### src/rtl/core/tcft_pkg.sv
// tcft_pkg: shared types, rate codes and constants for the timecode to frame time converter
// no dependencies; used by every module under rtl/core
package tcft_pkg;

  typedef enum logic [3:0] {
    RATE_UNKNOWN = 4'd0,
    RATE_23_976  = 4'd1,
    RATE_24      = 4'd2,
    RATE_25      = 4'd3,
    RATE_29_97   = 4'd4,
    RATE_30      = 4'd5,
    RATE_50      = 4'd6,
    RATE_59_94   = 4'd7,
    RATE_60      = 4'd8
  } rate_code_t;

  localparam int unsigned OPND_W  = 24;
  localparam int unsigned MULT_W  = 16;
  localparam int unsigned TAIL_W  = 17;
  localparam int unsigned SEC_W   = 17;
  localparam int unsigned COUNT_W = 32;
  localparam int unsigned SCALE_W = 16;

  localparam logic [MULT_W-1:0] FRAME_MILLI = 16'd1000;
  localparam logic [TAIL_W-1:0] HALF_FRAME  = 17'd500;

  localparam logic [OPND_W-1:0] DF24_HOUR = 24'd86292;
  localparam logic [OPND_W-1:0] DF24_MIN  = 24'd1438;
  localparam logic [OPND_W-1:0] DF24_SEC  = 24'd24;
  localparam logic [OPND_W-1:0] DF30_HOUR = 24'd107892;
  localparam logic [OPND_W-1:0] DF30_MIN  = 24'd1798;
  localparam logic [OPND_W-1:0] DF30_SEC  = 24'd30;
  localparam logic [OPND_W-1:0] DF60_HOUR = 24'd215892;
  localparam logic [OPND_W-1:0] DF60_MIN  = 24'd3598;
  localparam logic [OPND_W-1:0] DF60_SEC  = 24'd60;

  localparam logic [SCALE_W-1:0] SCALE_ERR   = 16'd1;
  localparam logic [SCALE_W-1:0] SCALE_23976 = 16'd23976;
  localparam logic [SCALE_W-1:0] SCALE_24000 = 16'd24000;
  localparam logic [SCALE_W-1:0] SCALE_25000 = 16'd25000;
  localparam logic [SCALE_W-1:0] SCALE_29970 = 16'd29970;
  localparam logic [SCALE_W-1:0] SCALE_30000 = 16'd30000;
  localparam logic [SCALE_W-1:0] SCALE_50000 = 16'd50000;
  localparam logic [SCALE_W-1:0] SCALE_59940 = 16'd59940;
  localparam logic [SCALE_W-1:0] SCALE_60000 = 16'd60000;

  typedef struct packed {
    logic [3:0] rate_type;
    logic       drop_flag;
    logic [4:0] hours;
    logic [5:0] minutes;
    logic [5:0] seconds;
    logic [5:0] frame_number;
    logic [5:0] extra_frames;
    logic       field_index;
  } in_word_t;

  typedef struct packed {
    logic signed [COUNT_W-1:0] count_value;
    logic [SCALE_W-1:0]        time_scale;
    logic                      bad_rate;
  } out_word_t;

  // operands handed from the prepare stage to the multiply stage
  typedef struct packed {
    logic               valid;
    logic [OPND_W-1:0]  opnd;
    logic [MULT_W-1:0]  mult;
    logic [TAIL_W-1:0]  tail;
    logic [SCALE_W-1:0] scale;
    logic               bad;
  } stage_t;

  // minutes / 10 for values below 64
  function automatic logic [2:0] tens_of(input logic [5:0] m);
    logic [13:0] p;
    p = 14'(m) * 14'd205;
    return p[13:11];
  endfunction

  function automatic logic [OPND_W-1:0] drop_frames(
    input logic [4:0]        h,
    input logic [5:0]        m,
    input logic [5:0]        s,
    input logic [6:0]        frames,
    input logic [OPND_W-1:0] per_hour,
    input logic [OPND_W-1:0] per_min,
    input logic [OPND_W-1:0] per_sec
  );
    logic [OPND_W-1:0] f;
    f = OPND_W'(h) * per_hour + OPND_W'(m) * per_min
        + (OPND_W'(tens_of(m)) << 1) + OPND_W'(s) * per_sec + OPND_W'(frames);
    return f;
  endfunction

endpackage

### src/rtl/core/timecode_to_frame_time.sv
// timecode_to_frame_time: top level, input register then prepare and multiply stages
// a word passes the input register, the prepare register and the result register in turn; one word per cycle
// busy is tied low, a word can be taken at every edge; results cannot be stalled
// synchronous active-low reset clears the valid pipeline, payload registers are not reset
// depends on tcft_pkg, tcft_prep, tcft_scale
module timecode_to_frame_time (
  input  logic                clk,
  input  logic                rst_n,
  input  logic                start,
  output logic                busy,
  input  tcft_pkg::in_word_t  in_data,
  output logic                out_strobe,
  output tcft_pkg::out_word_t out_data
);

  logic               in_valid_r;
  tcft_pkg::in_word_t in_word_r;
  tcft_pkg::stage_t   stage_q;

  assign busy = 1'b0;

  always_ff @(posedge clk) begin
    in_word_r <= in_data;
    if (!rst_n) begin
      in_valid_r <= 1'b0;
    end else begin
      in_valid_r <= start && !busy;
    end
  end

  tcft_prep u_prep (
    .clk      (clk),
    .rst_n    (rst_n),
    .in_valid (in_valid_r),
    .in_word  (in_word_r),
    .stage_q  (stage_q)
  );

  tcft_scale u_scale (
    .clk        (clk),
    .rst_n      (rst_n),
    .stage_q    (stage_q),
    .out_strobe (out_strobe),
    .out_word   (out_data)
  );

endmodule

### src/rtl/core/tcft_prep.sv
// tcft_prep: decodes the rate and forms multiply operands for one timecode word
// depends on tcft_pkg
module tcft_prep (
  input  logic              clk,
  input  logic              rst_n,
  input  logic              in_valid,
  input  tcft_pkg::in_word_t in_word,
  output tcft_pkg::stage_t  stage_q
);

  tcft_pkg::stage_t stage_r, stage_nxt;

  logic [6:0]                   frames;
  logic [tcft_pkg::SEC_W-1:0]   total_sec;
  logic [tcft_pkg::TAIL_W-1:0]  half;
  logic [tcft_pkg::TAIL_W-1:0]  tail_nd;

  assign frames    = 7'(in_word.frame_number) + 7'(in_word.extra_frames);
  assign total_sec = tcft_pkg::SEC_W'(in_word.hours) * 17'd3600
                     + tcft_pkg::SEC_W'(in_word.minutes) * 17'd60
                     + tcft_pkg::SEC_W'(in_word.seconds);
  assign half      = in_word.field_index ? tcft_pkg::HALF_FRAME : '0;
  assign tail_nd   = tcft_pkg::TAIL_W'(frames) * 17'd1000 + half;

  always_comb begin
    stage_nxt.valid = in_valid;
    stage_nxt.bad   = 1'b0;
    stage_nxt.opnd  = tcft_pkg::OPND_W'(total_sec);
    stage_nxt.tail  = tail_nd;
    stage_nxt.mult  = tcft_pkg::SCALE_24000;
    stage_nxt.scale = tcft_pkg::SCALE_24000;
    case (in_word.rate_type)
      tcft_pkg::RATE_23_976: begin
        stage_nxt.scale = tcft_pkg::SCALE_23976;
        if (in_word.drop_flag) begin
          stage_nxt.opnd = tcft_pkg::drop_frames(in_word.hours, in_word.minutes,
                             in_word.seconds, frames, tcft_pkg::DF24_HOUR,
                             tcft_pkg::DF24_MIN, tcft_pkg::DF24_SEC);
          stage_nxt.mult = tcft_pkg::FRAME_MILLI;
          stage_nxt.tail = half;
        end else begin
          stage_nxt.mult = tcft_pkg::SCALE_24000;
        end
      end
      tcft_pkg::RATE_29_97: begin
        stage_nxt.scale = tcft_pkg::SCALE_29970;
        if (in_word.drop_flag) begin
          stage_nxt.opnd = tcft_pkg::drop_frames(in_word.hours, in_word.minutes,
                             in_word.seconds, frames, tcft_pkg::DF30_HOUR,
                             tcft_pkg::DF30_MIN, tcft_pkg::DF30_SEC);
          stage_nxt.mult = tcft_pkg::FRAME_MILLI;
          stage_nxt.tail = half;
        end else begin
          stage_nxt.mult = tcft_pkg::SCALE_30000;
        end
      end
      tcft_pkg::RATE_59_94: begin
        stage_nxt.scale = tcft_pkg::SCALE_59940;
        if (in_word.drop_flag) begin
          stage_nxt.opnd = tcft_pkg::drop_frames(in_word.hours, in_word.minutes,
                             in_word.seconds, frames, tcft_pkg::DF60_HOUR,
                             tcft_pkg::DF60_MIN, tcft_pkg::DF60_SEC);
          stage_nxt.mult = tcft_pkg::FRAME_MILLI;
          stage_nxt.tail = half;
        end else begin
          stage_nxt.mult = tcft_pkg::SCALE_60000;
        end
      end
      tcft_pkg::RATE_24: begin
        stage_nxt.scale = tcft_pkg::SCALE_24000;
        stage_nxt.mult  = tcft_pkg::SCALE_24000;
      end
      tcft_pkg::RATE_25: begin
        stage_nxt.scale = tcft_pkg::SCALE_25000;
        stage_nxt.mult  = tcft_pkg::SCALE_25000;
      end
      tcft_pkg::RATE_30: begin
        stage_nxt.scale = tcft_pkg::SCALE_30000;
        stage_nxt.mult  = tcft_pkg::SCALE_30000;
      end
      tcft_pkg::RATE_50: begin
        stage_nxt.scale = tcft_pkg::SCALE_50000;
        stage_nxt.mult  = tcft_pkg::SCALE_50000;
      end
      tcft_pkg::RATE_60: begin
        stage_nxt.scale = tcft_pkg::SCALE_60000;
        stage_nxt.mult  = tcft_pkg::SCALE_60000;
      end
      default: begin
        stage_nxt.bad   = 1'b1;
        stage_nxt.opnd  = '0;
        stage_nxt.mult  = '0;
        stage_nxt.tail  = '0;
        stage_nxt.scale = tcft_pkg::SCALE_ERR;
      end
    endcase
  end

  always_ff @(posedge clk) begin
    if (!rst_n) begin
      stage_r.valid <= 1'b0;
    end else begin
      stage_r.valid <= stage_nxt.valid;
    end
    stage_r.opnd  <= stage_nxt.opnd;
    stage_r.mult  <= stage_nxt.mult;
    stage_r.tail  <= stage_nxt.tail;
    stage_r.scale <= stage_nxt.scale;
    stage_r.bad   <= stage_nxt.bad;
  end

  assign stage_q = stage_r;

endmodule

### src/rtl/core/tcft_scale.sv
// tcft_scale: multiplies the prepared operand, adds the tail and registers the result word
// depends on tcft_pkg
module tcft_scale (
  input  logic               clk,
  input  logic               rst_n,
  input  tcft_pkg::stage_t   stage_q,
  output logic               out_strobe,
  output tcft_pkg::out_word_t out_word
);

  logic [tcft_pkg::OPND_W+tcft_pkg::MULT_W-1:0] prod;
  logic [tcft_pkg::COUNT_W-1:0]                 count;

  logic                 strobe_r;
  tcft_pkg::out_word_t  word_r, word_nxt;

  assign prod  = tcft_pkg::OPND_W'(stage_q.opnd) * tcft_pkg::MULT_W'(stage_q.mult);
  assign count = prod[tcft_pkg::COUNT_W-1:0] + tcft_pkg::COUNT_W'(stage_q.tail);

  always_comb begin
    word_nxt.count_value = count;
    word_nxt.time_scale  = stage_q.scale;
    word_nxt.bad_rate    = stage_q.bad;
  end

  always_ff @(posedge clk) begin
    word_r <= word_nxt;
    if (!rst_n) begin
      strobe_r <= 1'b0;
    end else begin
      strobe_r <= stage_q.valid;
    end
  end

  assign out_strobe = strobe_r;
  assign out_word   = word_r;

endmodule

### config.mk
export PLATFORM = sky130hd
export DESIGN_NAME = timecode_to_frame_time
export DESIGN_NICKNAME = d
export VERILOG_FILES = /design/src/rtl/core/tcft_pkg.sv /design/src/rtl/core/timecode_to_frame_time.sv /design/src/rtl/core/tcft_prep.sv /design/src/rtl/core/tcft_scale.sv
export SDC_FILE = /design/constraint.sdc
export NUM_CORES = 2
export LEC_CHECK = 0
export BUFFER_PORTS_ARGS = -buffer_cell sky130_fd_sc_hd__buf_2
export CORE_ASPECT_RATIO = 1.2
export CORE_MARGIN = 3
export CORE_UTILIZATION = 35
export DETAILED_ROUTE_END_ITERATION = 8
export GPL_ROUTABILITY_DRIVEN = 0
export HOLD_SLACK_MARGIN = 0.05
export SLEW_MARGIN = 20
export SYNTH_ARGS = -nofsm -noshare
export SYNTH_HDL_FRONTEND = slang
export SYNTH_HIERARCHICAL = 1
export SYNTH_SLANG_ARGS = --single-unit
### constraint.sdc
create_clock -name clk -period 12.1 [get_ports clk]
set_input_delay 1.815 -clock clk [delete_from_list [all_inputs] [get_ports clk]]
set_output_delay 1.815 -clock clk [all_outputs]
set_load 0.01 [all_outputs]
==> impl_metrics.yaml <==
yosys:
  synth_top_area_share: 0.2888
  synth-compound-area-share: 0.1174
  synth.mux.area_fraction: 0
  yosys.area_share.simple: 0.1233
  synth.cell_area_mm2: 0.02925
  synth_top_family_by_area: "adder cells"
  synthTopCellsByArea: "fa_1, ha_1, dfxtp_1"
  yosys_warnings: 6
  synth_edf_count: 0
  netlist_instances: 3252
  ys_ff_latch: 152
  yosysSeqAreaShare: 0.1040
  post-synth-top-count-cell: "inv_1"
  ys_async_sr_fraction: 0
  synth-xor-area-share: 0.06437
  synth_adder_area_share: 0.4954
  yosys_most_used_dff: "dfxtp_1"
  ys_types: 95
  yosysTopAreaCell: "fa_1"
  avgSynthCellArea_um2: 8.996
  ys_top_cells_by_count: "inv_1, ha_1, fa_1"
route:
  drcViolationCount: 0
  vias_per_cell: 4.903
  drt_iter0_markers: 942
  wire_per_inst_um: 17.25
  first_pass_iters: 6
  drt_wl_total_um: 75930
  vias: 21590
  detail-route-antenna-nets: 0
place:
  dp_hpwl_um: 64450
  portBuffers: 87
sta:
  rsz0062_at_grt: "false"
  setup_violations: 0
  fin_crit_sh: 0.6762
  final-max-slew-violation-count: 0
  skew_ns: 0.02162
  max-slew-margin-rel: 0.2683
  worst_pin_slew_ns: 1.096
  hold_violations: 0
  timing.setup.tns_ns: 0
  period_minus_slack_ns: 8.182
  max_freq_mhz: 122.2
job:
  max_cap_viol_count: 0
status:
  status: "complete, no violations"
global_routing:
  overflow: 0
  antenna_found_initial: 2
  grt_pass1_wl_um: 122600
  grt_pass1_vias: 23120
  grt_usage: 0.1794
  grt_max_degree: 43
setup_path:
  crit_slowest_cell: "ha_1"
  cp_data_arrival_time_ns: 8.55
  crit_type: "reg2reg"
  start_kind: "flip-flop"
  crit_required_ns: 12.46
  cp_max_fo: 16
  max_stage_delay_ns: 0.70
  cp-end-kind: "flip-flop"
  rrSetupSlack_ns: 3.92
clock_tree:
  cts_hold_buffers: 0
  cts_resized: 0
  numCtsBuffers: 17
  postCtsSetupBuffers: 0
  path_clk_slew_ns: 0.07
  clk_latency_ns: 0.49
  cts_tree: "built"
  clock_path_buffers: 2
  root_buffer: "clkbuf_16"
  htreeDepth: 4
  cts.sinks: 152
hold_path:
  hold_class: "reg2reg"
floorplan:
  die_area_mm2: 0.08710
  start_util: 0.3548
  ios: 89
  die_h_um: 322.7
  num_rows: 115
  die_w_um: 269.9
  coreArea_mm2: 0.08245
finish:
  drive_gt1_frac: 0.05257
  nFillCells: 8382
  fin_nets: 4218
  syn_to_final_growth_pct: 7.100
[logic make-up (layout without fill, tap and decap cells)]
logic type | count (synthesis) | in the layout
AOI/OAI and AO/OA | 506 | 506
xor gates and xnor gates | 215 | 215
adders and majority gates | 906 | 906
buffers and inverters | 729 | 764
DFF | 152 | 152
other | 2 | 7
and+or+nand+nor | 742 | 742
[area by class of cell]
class	instances	area [um2]	share of cell area
tap	1111	1390	0.04437
clock inverter	13	122.6	0.003914
sequential	152	3043	0.09712
antenna	1	2.502	0.00007987
multi-input combinational	2375	23440	0.7481
timing repair buffer	96	503.0	0.01605
clock buffer	19	442.9	0.01414
inverter	636	2387	0.07620
[per-layer routing]
| metal | global-route usage | routed length [um] |
|---|---|---|
| met2 | 0.3312 | 38650 |
| met1 | 0.2140 | 32380 |
| met5 | 0 | 0 |
| met3 | 0.01994 | 2489 |
| met4 | 0.06752 | 2416 |
[cell usage in the layout, fill, tap and decap left out, types with 68 or more instances in the layout]
| cell type | count |
|---|---|
| buf_2 | 87 |
| o21ai_0 | 93 |
| inv_1 | 634 |
| xnor2_1 | 147 |
| a21oi_1 | 140 |
| ha_1 | 480 |
| dfxtp_1 | 152 |
| fa_1 | 422 |
| and2_1 | 173 |
| nand2_1 | 305 |
| nor2_1 | 109 |
| xor2_1 | 68 |
[state kept, by name, summed over array words and instances, names as in the netlist]
register,count
in_word_r,35
in_valid_r,1
u_scale/out_word,49
u_scale/out_strobe,1
u_prep/stage_q,66
[final timing paths]
| kind | start | endpoint | depth (start not counted) |
|---|---|---|---|
| max | in_word_r[19] | u_prep/stage_q[63] | 32 |
| max reg2reg | in_word_r[19] | u_prep/stage_q[63] | 32 |
| min | u_prep/stage_q[6] | u_scale/out_word[6] | 0 |
| min reg2reg | u_prep/stage_q[6] | u_scale/out_word[6] | 0 |
[critical path: cells and delay by family, from the launching register on]
kind                     cells  cell delay, ns
AND/OR/NAND/NOR              5            1.02
AO/OA/AOI/OAI               11            2.10
XOR/XNOR                     2            0.38
adder cells (fa/ha/maj)      9            3.56
flip-flops                   1            0.69
buffers and inverters        5            0.30
[through the flow]
| step | instances | hold slack, ns | setup slack (ns) | instance area [um2] | utilization |
|---|---|---|---|---|---|
| 6_report | 4403 | 0.3273 | 3.918 | 31330 | 0.3800 |
| 3_3_place_gp | 4370 | 0.3111 | 4.024 | 30760 | 0.3731 |
| 5_1_grt | 4402 | 0.3350 | 3.293 | 31330 | 0.3800 |
| 2_1_floorplan | 3256 | 0.3096 | 4.662 | 29270 | - |
| 3_5_place_dp | 4370 | 0.3121 | 3.901 | 30760 | 0.3731 |
| 4_1_cts | 4402 | 0.3270 | 3.886 | 31330 | 0.3800 |
Power is left out: the tool's default activity adds up to more than one toggle a clock period on the data nets, which glitch-free logic cannot reach.
